==> src/sv/heading_pd_turn_step_macros.svh <==
// ----------------------------------------------------------------------------
// Heading PD turn step: assertion macros
// Shared concurrent assertion forms, clocked on clk.
// ----------------------------------------------------------------------------
`ifndef HEADING_PD_TURN_STEP_MACROS_SVH
`define HEADING_PD_TURN_STEP_MACROS_SVH

// Checked only while out of reset.
`define HPTS_ASSERT(lbl, prop, msg) \
  lbl: assert property (@(posedge clk) disable iff (!rst_n) (prop)) else $error(msg);

// Checked on every edge, reset included.
`define HPTS_ASSERT_ALWAYS(lbl, prop, msg) \
  lbl: assert property (@(posedge clk) (prop)) else $error(msg);

`endif

==> src/sv/hpts_pkg.sv <==
// ----------------------------------------------------------------------------
// Heading PD turn step package
// Register types, stage payloads and fixed constants of the turn controller.
// ----------------------------------------------------------------------------
package hpts_pkg;

  // Register indexes on the configuration port (byte address is 4 * index).
  typedef enum logic [2:0] {
    IDX_TARGET_HEADING   = 3'd0,
    IDX_PROP_GAIN        = 3'd1,
    IDX_DERIV_GAIN       = 3'd2,
    IDX_SLOW_SPEED_LIMIT = 3'd3,
    IDX_SETTLE_TICKS     = 3'd4
  } cfg_idx_t;

  typedef struct packed {
    logic [15:0] target_heading;
    logic [15:0] prop_gain;
    logic [15:0] deriv_gain;
    logic [9:0]  slow_speed_limit;
    logic [4:0]  settle_ticks;
  } cfg_t;

  localparam logic [15:0] TARGET_RST = 16'd0;
  localparam logic [15:0] PROP_RST   = 16'd422;
  localparam logic [15:0] DERIV_RST  = 16'd453;
  localparam logic [9:0]  SLOW_RST   = 10'd20;
  localparam logic [4:0]  SETTLE_RST = 5'd25;

  // Angles in hundredths of a degree.
  localparam logic [15:0]        FULL_TURN   = 16'd36000;
  localparam logic signed [17:0] FULL_TURN_S = 18'sd36000;
  localparam logic signed [17:0] HALF_TURN_S = 18'sd18000;
  localparam logic [14:0]        INNER_BAND  = 15'd50;
  localparam logic [14:0]        OUTER_BAND  = 15'd150;
  localparam logic signed [37:0] ROUND_HALF  = 38'sd128;
  localparam logic signed [37:0] OUT_LIMIT   = 38'sd18000;
  localparam logic [4:0]         COUNT_MAX   = 5'd31;

  // Payload between the error stage and the drive stage.
  typedef struct packed {
    logic signed [32:0] prop_prod;
    logic signed [33:0] deriv_prod;
    logic               boost;
    logic               stop;
    logic               settled;
    logic signed [15:0] err;
  } mid_t;

endpackage

==> src/sv/heading_pd_turn_step.sv <==
// ----------------------------------------------------------------------------
// Heading PD turn step
// One control tick of a turn-in-place PD heading controller.
// ----------------------------------------------------------------------------
// Usage: each request on the in_ channel carries one control tick (restart
// flag, measured heading, mean wheel speed). The block returns one request on
// the out_ channel per tick, in order: left and right drive, the wrapped
// heading error and the settled flag.
// A request is taken at an edge where in_valid is high and in_stall is low.
// The pipeline has three registers: input, gain products and result. A request
// passes through them in that order. While out_stall is low one request can be
// taken on every cycle; the sustained rate is then one tick per clock, as every
// stage can hand its request on in the cycle that it takes a new one.
// The loop state (last error, settle count) is updated as a tick leaves the
// input register, so consecutive ticks see each other's state.
// When the receiver raises out_stall the result holds, the stages behind it
// fill, and in_stall rises only once the input register has nowhere to go.
// Reset (rst_n low, synchronous) empties the pipeline, clears the state and
// loads the register defaults. Registers must be written over the APB-style
// port only while the block is idle; it is not enforced. pready is always high.
// ----------------------------------------------------------------------------
`include "heading_pd_turn_step_macros.svh"

module heading_pd_turn_step (
  input  logic               clk,
  input  logic               rst_n,
  input  logic               psel,
  input  logic               penable,
  input  logic               pwrite,
  input  logic [4:0]         paddr,
  input  logic [31:0]        pwdata,
  output logic [31:0]        prdata,
  output logic               pready,
  input  logic               in_valid,
  output logic               in_stall,
  input  logic               in_restart,
  input  logic [15:0]        in_heading,
  input  logic [9:0]         in_mean_speed,
  output logic               out_valid,
  input  logic               out_stall,
  output logic signed [16:0] out_drive_left,
  output logic signed [16:0] out_drive_right,
  output logic signed [15:0] out_heading_error,
  output logic               out_settled
);
  import hpts_pkg::*;

  cfg_t cfg;
  mid_t mid;

  logic        s0_valid_r, s0_valid_nxt;
  logic        s1_valid_r, s1_valid_nxt;
  logic        out_valid_r, out_valid_nxt;
  logic        s0_restart_r;
  logic [15:0] s0_heading_r;
  logic [9:0]  s0_mean_speed_r;

  logic out_free, s1_free, s0_free;
  logic s1_move, s0_move, in_take;

  assign pready = 1'b1;

  hpts_cfg_regs u_cfg (
    .clk     (clk),
    .rst_n   (rst_n),
    .psel    (psel),
    .penable (penable),
    .pwrite  (pwrite),
    .paddr   (paddr),
    .pwdata  (pwdata),
    .prdata  (prdata),
    .cfg     (cfg)
  );

  // A stage may move on when the one ahead is empty or moving itself.
  always_comb begin
    out_free = !out_valid_r || !out_stall;
    s1_move  = s1_valid_r && out_free;
    s1_free  = !s1_valid_r || out_free;
    s0_move  = s0_valid_r && s1_free;
    s0_free  = !s0_valid_r || s1_free;
    in_take  = in_valid && s0_free;

    s0_valid_nxt  = in_take || (s0_valid_r && !s0_move);
    s1_valid_nxt  = s0_move || (s1_valid_r && !s1_move);
    out_valid_nxt = s1_move || (out_valid_r && !out_free);
  end

  assign in_stall  = !s0_free;
  assign out_valid = out_valid_r;

  always_ff @(posedge clk) begin
    if (!rst_n) begin
      s0_valid_r  <= 1'b0;
      s1_valid_r  <= 1'b0;
      out_valid_r <= 1'b0;
    end else begin
      s0_valid_r  <= s0_valid_nxt;
      s1_valid_r  <= s1_valid_nxt;
      out_valid_r <= out_valid_nxt;
    end
  end

  always_ff @(posedge clk) begin
    if (in_take) begin
      s0_restart_r    <= in_restart;
      s0_heading_r    <= in_heading;
      s0_mean_speed_r <= in_mean_speed;
    end
  end

  hpts_error_stage u_err (
    .clk        (clk),
    .rst_n      (rst_n),
    .load       (s0_move),
    .cfg        (cfg),
    .restart    (s0_restart_r),
    .heading    (s0_heading_r),
    .mean_speed (s0_mean_speed_r),
    .mid        (mid)
  );

  hpts_drive_stage u_drive (
    .clk           (clk),
    .load          (s1_move),
    .mid           (mid),
    .drive_left    (out_drive_left),
    .drive_right   (out_drive_right),
    .heading_error (out_heading_error),
    .settled       (out_settled)
  );

  `HPTS_ASSERT(a_right_mirrors_left, out_valid |-> (out_drive_right == -out_drive_left), "right drive is not the negated left drive")
  `HPTS_ASSERT(a_settled_is_stopped, (out_valid && out_settled) |-> (out_drive_left == 17'sd0), "settled result carries a non-zero drive")
  `HPTS_ASSERT(a_settled_in_band, (out_valid && out_settled) |-> (out_heading_error < 16'sd50 && out_heading_error > -16'sd50), "settled result outside the half-degree band")
  `HPTS_ASSERT(a_error_range, out_valid |-> (out_heading_error >= -16'sd18000 && out_heading_error < 16'sd18000), "heading error outside one half turn")
  `HPTS_ASSERT(a_stall_needs_item, in_stall |-> (s0_valid_r && s1_valid_r && out_valid_r && out_stall), "input stalled while the pipeline has room")
  `HPTS_ASSERT_ALWAYS(a_empty_after_reset, $past(!rst_n) |-> !out_valid, "result valid directly after reset")

endmodule

==> src/sv/hpts_cfg_regs.sv <==
// ----------------------------------------------------------------------------
// Heading PD turn step: configuration registers
// APB-style register file holding target, gains and settle thresholds.
// ----------------------------------------------------------------------------
module hpts_cfg_regs (
  input  logic          clk,
  input  logic          rst_n,
  input  logic          psel,
  input  logic          penable,
  input  logic          pwrite,
  input  logic [4:0]    paddr,
  input  logic [31:0]   pwdata,
  output logic [31:0]   prdata,
  output hpts_pkg::cfg_t cfg
);
  import hpts_pkg::*;

  cfg_t     cfg_r;
  cfg_idx_t idx;
  logic     wr_en;

  assign idx   = cfg_idx_t'(paddr[4:2]);
  assign wr_en = psel && penable && pwrite;
  assign cfg   = cfg_r;

  always_ff @(posedge clk) begin
    if (!rst_n) begin
      cfg_r.target_heading   <= TARGET_RST;
      cfg_r.prop_gain        <= PROP_RST;
      cfg_r.deriv_gain       <= DERIV_RST;
      cfg_r.slow_speed_limit <= SLOW_RST;
      cfg_r.settle_ticks     <= SETTLE_RST;
    end else if (wr_en) begin
      unique case (idx)
        IDX_TARGET_HEADING:   cfg_r.target_heading   <= pwdata[15:0];
        IDX_PROP_GAIN:        cfg_r.prop_gain        <= pwdata[15:0];
        IDX_DERIV_GAIN:       cfg_r.deriv_gain       <= pwdata[15:0];
        IDX_SLOW_SPEED_LIMIT: cfg_r.slow_speed_limit <= pwdata[9:0];
        IDX_SETTLE_TICKS:     cfg_r.settle_ticks     <= pwdata[4:0];
        default: ;
      endcase
    end
  end

  always_comb begin
    unique case (idx)
      IDX_TARGET_HEADING:   prdata = {16'd0, cfg_r.target_heading};
      IDX_PROP_GAIN:        prdata = {16'd0, cfg_r.prop_gain};
      IDX_DERIV_GAIN:       prdata = {16'd0, cfg_r.deriv_gain};
      IDX_SLOW_SPEED_LIMIT: prdata = {22'd0, cfg_r.slow_speed_limit};
      IDX_SETTLE_TICKS:     prdata = {27'd0, cfg_r.settle_ticks};
      default:              prdata = 32'd0;
    endcase
  end

endmodule

==> src/sv/hpts_error_stage.sv <==
// ----------------------------------------------------------------------------
// Heading PD turn step: error stage
// Wraps the heading error, updates the loop state and forms the gain products.
// ----------------------------------------------------------------------------
module hpts_error_stage (
  input  logic               clk,
  input  logic               rst_n,
  input  logic               load,
  input  hpts_pkg::cfg_t     cfg,
  input  logic               restart,
  input  logic [15:0]        heading,
  input  logic [9:0]         mean_speed,
  output hpts_pkg::mid_t     mid
);
  import hpts_pkg::*;

  logic signed [15:0] last_error_r, last_error_nxt;
  logic [4:0]         settle_count_r, settle_count_nxt;
  mid_t               mid_r, mid_nxt;

  logic [15:0]        head_mod, tgt_mod;
  logic signed [17:0] diff, wrapped;
  logic signed [15:0] err, last_base;
  logic signed [16:0] err_delta;
  logic [14:0]        mag;
  logic [4:0]         count_base;
  logic               stop;

  always_comb begin
    // Both angles are below twice a full turn, so one subtraction reduces them.
    head_mod = (heading >= FULL_TURN) ? heading - FULL_TURN : heading;
    tgt_mod  = (cfg.target_heading >= FULL_TURN) ?
               cfg.target_heading - FULL_TURN : cfg.target_heading;
    diff = $signed({2'b00, tgt_mod}) - $signed({2'b00, head_mod});
    priority if (diff >= HALF_TURN_S) begin
      wrapped = diff - FULL_TURN_S;
    end else if (diff < -HALF_TURN_S) begin
      wrapped = diff + FULL_TURN_S;
    end else begin
      wrapped = diff;
    end
    err = wrapped[15:0];
    mag = err[15] ? 15'(-err) : 15'(err);

    last_base  = restart ? 16'sd0 : last_error_r;
    count_base = restart ? 5'd0 : settle_count_r;
    err_delta  = 17'(err) - 17'(last_base);

    stop = (mag < INNER_BAND) && (mean_speed < cfg.slow_speed_limit);
    if (stop) begin
      settle_count_nxt = (count_base < COUNT_MAX) ? count_base + 5'd1 : COUNT_MAX;
    end else begin
      settle_count_nxt = 5'd0;
    end
    last_error_nxt = err;

    mid_nxt.prop_prod  = $signed({1'b0, cfg.prop_gain}) * err;
    mid_nxt.deriv_prod = $signed({1'b0, cfg.deriv_gain}) * err_delta;
    mid_nxt.boost      = (mag > INNER_BAND) && (mag < OUTER_BAND);
    mid_nxt.stop       = stop;
    mid_nxt.settled    = stop && (settle_count_nxt >= cfg.settle_ticks);
    mid_nxt.err        = err;
  end

  always_ff @(posedge clk) begin
    if (!rst_n) begin
      last_error_r   <= 16'sd0;
      settle_count_r <= 5'd0;
    end else if (load) begin
      last_error_r   <= last_error_nxt;
      settle_count_r <= settle_count_nxt;
    end
  end

  always_ff @(posedge clk) begin
    if (load) begin
      mid_r <= mid_nxt;
    end
  end

  assign mid = mid_r;

endmodule

==> src/sv/hpts_drive_stage.sv <==
// ----------------------------------------------------------------------------
// Heading PD turn step: drive stage
// Sums, boosts, rounds and clamps (or zeroes on stop) the PD command and scales it to wheel drive.
// ----------------------------------------------------------------------------
module hpts_drive_stage (
  input  logic               clk,
  input  logic               load,
  input  hpts_pkg::mid_t     mid,
  output logic signed [16:0] drive_left,
  output logic signed [16:0] drive_right,
  output logic signed [15:0] heading_error,
  output logic               settled
);
  import hpts_pkg::*;

  logic signed [37:0] acc, boosted, rounded;
  logic signed [15:0] cmd;
  logic signed [16:0] cmd_ext;
  logic signed [16:0] drive_left_r, drive_left_nxt;
  logic signed [16:0] drive_right_r, drive_right_nxt;
  logic signed [15:0] heading_error_r;
  logic               settled_r;

  always_comb begin
    acc     = 38'(mid.prop_prod) + 38'(mid.deriv_prod);
    boosted = mid.boost ? (acc <<< 2) + acc : acc;
    // Round to nearest with ties upwards; the arithmetic shift floors.
    rounded = (boosted + ROUND_HALF) >>> 8;
    priority if (mid.stop) begin
      cmd = 16'sd0;
    end else if (rounded > OUT_LIMIT) begin
      cmd = 16'(OUT_LIMIT);
    end else if (rounded < -OUT_LIMIT) begin
      cmd = 16'(-OUT_LIMIT);
    end else begin
      cmd = rounded[15:0];
    end
    cmd_ext         = 17'(cmd);
    drive_left_nxt  = (cmd_ext <<< 1) + cmd_ext;
    drive_right_nxt = -drive_left_nxt;
  end

  always_ff @(posedge clk) begin
    if (load) begin
      drive_left_r    <= drive_left_nxt;
      drive_right_r   <= drive_right_nxt;
      heading_error_r <= mid.err;
      settled_r       <= mid.settled;
    end
  end

  assign drive_left    = drive_left_r;
  assign drive_right   = drive_right_r;
  assign heading_error = heading_error_r;
  assign settled       = settled_r;

endmodule

==> config.mk <==
export PLATFORM = sky130hd
export DESIGN_NAME = heading_pd_turn_step
export DESIGN_NICKNAME = d
export VERILOG_FILES = /design/src/sv/hpts_pkg.sv /design/src/sv/heading_pd_turn_step.sv /design/src/sv/hpts_cfg_regs.sv /design/src/sv/hpts_error_stage.sv /design/src/sv/hpts_drive_stage.sv
export VERILOG_INCLUDE_DIRS = /design/src /design/src/sv
export SDC_FILE = /design/constraint.sdc
export NUM_CORES = 2
export LEC_CHECK = 0
export ABC_AREA = 1
export BUFFER_PORTS_ARGS = -buffer_cell sky130_fd_sc_hd__buf_4
export CAP_MARGIN = 20
export CORE_ASPECT_RATIO = 0.9
export CORE_MARGIN = 4
export CORE_UTILIZATION = 45
export DETAILED_ROUTE_END_ITERATION = 16
export PLACE_DENSITY = 0.72
export SLEW_MARGIN = 25
export SYNTH_ARGS = -nofsm -noshare
export SYNTH_HDL_FRONTEND = slang
export SYNTH_SLANG_ARGS = --single-unit
==> constraint.sdc <==
create_clock -name clk -period 27.5 [get_ports clk]
set_input_delay 5.5 -clock clk [delete_from_list [all_inputs] [get_ports clk]]
set_output_delay 5.5 -clock clk [all_outputs]
set_load 0.1 [all_outputs]
# Yosys cells after proc, flatten, opt, wreduce, memory -nomap -nowiden
# Index checks and enable logic that the tools add are counted.
# op_classes
n_lt_le_gt_ge,12
add_sub_neg,13
n_eq_ne,4
mux,14
n_mul,2
n_reduce_logical,31
# op_table
cell,n
$mux 16,8
$pmux 16 s5,1
$sub 16x16->16 const B,3
$add 38x38->38,1
$add 38x9->38 const B,1
$mux 38,1
$add 33x34->35,1
$mul 17x17->34,1
$sub 16x16->17,2
$mul 17x16->33,1
$ge 16x16->1 const B,2
$gt 30x16->1 const B,1
$lt 30x16->1 const B,1
$add 17x16->17,1
$ge 17x16->1 const B,1
$lt 17x16->1 const B,1
$neg 17->17,1
$add 16x16->16 const B,1
$gt 15x6->1 const B,1
$lt 15x6->1 const B,1
$lt 15x8->1 const B,1
$mux 15,1
$mux 5,3
$neg 15->15,1
12 further kinds,39
# totals
in_bits,71
word_cells,99
reg_bits,251
out_inout_bits,86

# Depth between registers and ports, before layout
# depth
ltp_word,13
depth_mapped,75
ltp_nobuf,73

# Cells and area by module
# A second synthesis with hierarchy kept.
# unflattened
hier_cells,5407
area_unflattened_um2,39195.1
# modules_own_cells
module,cells_per_inst,instances,area_per_inst_um2
hpts_error_stage,3030,1,24562.3
hpts_drive_stage,1830,1,10422.5
hpts_cfg_regs,499,1,3255.6
heading_pd_turn_step,48,1,954.7

# Worst setup path after synthesis
# Ideal clock, no wire load.
# synth_path
kind,input-to-output
startpoint,input port paddr[2]
endpoint,output port prdata[0]
t_arrival_ns,7.950
path_stages,3
setup_slack_ns,14.050
required_ns,22.000
path_cell_list,nor3_1 > inv_1 > o21ai_0
# synth_via
elab_chain_len,2
elab_cells_between_ends,6
classes_between,eq/ne: 4; mux: 1; reduce/logical: 1
# synth_rtl
element,line_no,text
"start, declared",heading_pd_turn_step.sv:30,"input logic [4:0] paddr,"
"$eq 3x3->1, or another cell as far along",hpts_cfg_regs.sv:46,unique case (idx)
$pmux 16 s5 *,hpts_cfg_regs.sv:46,
"end, declared",heading_pd_turn_step.sv:32,"output logic [31:0] prdata,"
# Every way passes the cells marked *; elsewhere a longest branch is shown, timed or not.

# Worst setup path in the final report
# layout_path
startpoint,input port paddr[3]
endpoint,output port prdata[2]
# The elaborated chain is that of the path after synthesis.

==> metrics.json <==
{
  "min_path": {
    "timing.hold.worst.start": "u_err.mid[6]",
    "hold_path.class": "reg -> reg",
    "hold_depth": 0,
    "hold-path-endpoint": "u_drive.heading_error[6]"
  },
  "sta": {
    "final.setup.tns_ns": 0,
    "fmax_ghz": 0.07607,
    "setup_viol_count_final": 0,
    "rsz0062_at_grt": "false",
    "hold_viol": 0,
    "worst_max_slew_pin_slew_ns": 1.098,
    "slew-limit-headroom_pct": 26.30,
    "clock-skew-final_ns": 0.03972,
    "final-max-slew-violation-count": 0,
    "timing.final.crit_period_ns": 13.15,
    "worst_hold_slack_ns": 0.4194,
    "timing.final.crit_share_pct": 47.81
  },
  "yosys": {
    "synth.area.top_cells": "sky130_fd_sc_hd__fa_1 (21%), sky130_fd_sc_hd__nand2_1 (13%), sky130_fd_sc_hd__edfxtp_1 (13%)",
    "yosysUniqueCellTypes": 61,
    "post_synthesis_area_per_instance_um2": 7.373,
    "synth.area.mux_share_pct": 0,
    "synth_top_cell_area_share_pct": 21.44,
    "synth-simple-area-share_pct": 26.11,
    "number_of_flops_mapped_to_enable_cells_by_yosys": 163,
    "synth-seq-area-share_pct": 17.47,
    "synth_largest_area_cell": "sky130_fd_sc_hd__fa_1",
    "area_fraction_in_compound_gates_after_synthesis_pct": 7.304,
    "largest_family_of_logic_cells_by_synthesized_area": "adder cells",
    "synthCells": 5153,
    "synthAdderAreaFrac_pct": 34.22,
    "ys_ff_latch": 250,
    "ys_warn_count": 0,
    "synthXorXnorAreaFrac_pct": 3.181,
    "synth_area_um2": 38000,
    "synth_ff_type": "sky130_fd_sc_hd__edfxtp_1",
    "ys_top_cells_by_count": "sky130_fd_sc_hd__nand2_1 (1315), sky130_fd_sc_hd__inv_1 (986), sky130_fd_sc_hd__nor2_1 (483)",
    "yosys.cell_count.top_type": "sky130_fd_sc_hd__nand2_1",
    "synth_async_sr_flop_share_pct": 0
  },
  "place": {
    "place_hpwl_um": 89490,
    "io_buffers": 121,
    "dp_cells": 6310,
    "place_congestion": 0.9760
  },
  "clock_network": {
    "root_buffer": "sky130_fd_sc_hd__clkbuf_16",
    "cts-htree-levels": 1,
    "ctsResizeCount": 0,
    "cts_tree": "built",
    "clkTransAtPathRegs_ns": 0.06,
    "cts_hold_buffers": 0,
    "cts.path.max_buffers": 3,
    "clock_insertion_delay_worst_skew_ns": 0.62,
    "clock_sink_count": 250,
    "post_cts.repair.setup_buffers": 0,
    "clock_buffer_count_from_cts": 29
  },
  "floorplan": {
    "fp.dieArea_um2": 89150,
    "num_io_pins": 157,
    "die_y_um": 283.7,
    "floorplan.rows": 100,
    "die_width_um": 314.3,
    "initial_core_util_pct": 45.66,
    "coreArea_um2": 83200
  },
  "drt": {
    "drt_wl_total_um": 110800,
    "mean_number_of_vias_per_cell": 5.292,
    "detailedRoute.firstPassIterationCount": 9,
    "antenna_left": 0,
    "post-route-drc-count": 0,
    "detailroute.via_count": 33710,
    "drt_first_iter_violations": 2712,
    "drt-wirelength-per-cell_um": 17.39
  },
  "critical_path": {
    "reg2reg_to": "u_err.mid[50]",
    "r2r.worst_path.cells": 65,
    "timing.critical_path.arrival_ns": 7.65,
    "required_arrival_time_at_the_worst_endpoint_ns": 22.00,
    "worstSetupPathType": "in -> out",
    "worst-r2r-setup-slack_ns": 14.55,
    "critPathLaunchType": "primary input",
    "setup.worst_path.start": "paddr[3]",
    "critical_path.endpoint_type": "output port",
    "crit_fanout": 11,
    "regToRegStartpoint": "u_cfg.cfg[54]"
  },
  "cells_and_area": {
    "seqCellArea_um2": 6636,
    "nFillCells": 8115,
    "nNetsFinal": 6085,
    "utilization_pct": 49.29,
    "post_route_cells_drive_above_1_share_pct": 7.497,
    "multiInputGateArea_um2": 26990,
    "area_growth_pct": 7.936,
    "number_of_standard_cells_in_the_final_layout_excluding_fillers": 6369
  },
  "global_routing": {
    "globalRoute.totalOverflow": 0,
    "global_route_wire_length_before_repair_um": 175600,
    "grt_antenna_before_repair": 1,
    "groute.usage.overall_pct": 24.59,
    "first_global_vias": 32870,
    "grt_max_degree": 84
  },
  "status": {
    "status": "finished, final reports clean"
  },
  "job": {
    "cap_violations": 0
  }
}
[routing by layer]
metal	vias to the layer above	track usage [%]	share of wire, %
li1	16130	-	-
met1	15940	32.59	42
met2	1373	40.19	45
met3	266	5.323	8.9
met4	0	7.762	3.9
met5	-	0	0
[cell families after synthesis]
family,after synthesis
and+or+nand+nor,2320
xor gates and xnor gates,135
buffers and inverters,1154
AOI/OAI and AO/OA,497
adders and majority gates,795
other,2
DFF,250
[metrics by stage]
step           worst slack, ns  instance area (um2)
6_report                 14.35                41010
5_1_grt                  13.60                41000
4_1_cts                  14.46                41000
3_5_place_dp             14.48                39960
3_3_place_gp             14.47                39960
2_1_floorplan            14.05                38050
[cell type report]
class | instances | share of cell area (%)
Clock inverter | 17 | 0.5522
Clock buffer | 37 | 1.968
Antenna cell | 5 | 0.03051
Timing Repair Buffer | 141 | 2.581
Tap cell | 1122 | 3.423
Inverter | 1033 | 9.461
Multi-Input combinational cell | 3764 | 65.80
Sequential cell | 250 | 16.18
[worst max path at each step]
stage / to / depth (start not counted) / slack, ns
floorplan: prdata[0] / 3 / 14.05
global placement: prdata[2] / 7 / 14.47
detailed placement: prdata[2] / 7 / 14.48
CTS: prdata[2] / 7 / 14.46
global route: u_err.mid[52] / 66 / 13.60
finish: prdata[2] / 7 / 14.35
[registers in the layout, indices dropped and copies added (netlist names), 5 cells and up, named ones only]
signal                 cells
s0_heading_r              16
s0_mean_speed_r           10
u_cfg.cfg                 63
u_drive.drive_left        16
u_drive.drive_right       17
u_drive.heading_error     16
u_err.last_error_r        16
u_err.mid                 86
u_err.settle_count_r       5
[cells in the final DEF, fill, tap and decap left out, drive strengths merged]
cell type / n
o21a: 5
nor2: 518
nand3b: 9
o221ai: 9
o21ai: 163
a211oi: 5
o31ai: 6
a31oi: 11
a21o: 8
nor4: 4
xor2: 110
nor3: 42
clkinv: 23
a221oi: 6
buf: 141
xnor2: 25
fa: 407
and2: 8
o211ai: 15
a21oi: 242
conb: 17
ha: 388
nand4: 57
a2111oi: 1
clkinvlp: 3
nand2: 1391
a21boi: 2
a41oi: 1
nand3: 267
nor3b: 2
edfxtp: 163
o22ai: 1
o21bai: 17
dfxtp: 87
or2: 22
inv: 1020
diode: 5
o2111ai: 5
clkbuf: 37
bufinv: 4
[worst max-delay path, cell delays in order]
cell                       delay (ns)
sky130_fd_sc_hd__buf_4           0.12
sky130_fd_sc_hd__nor3_1          0.62
sky130_fd_sc_hd__inv_1           0.35
sky130_fd_sc_hd__o21ai_0         0.38
sky130_fd_sc_hd__a221oi_1        0.09
sky130_fd_sc_hd__o21ai_0         0.21
sky130_fd_sc_hd__buf_4           0.37
Power is left out: the tool's default activity adds up to more than one toggle a clock period on the data nets, which glitch-free logic cannot reach.
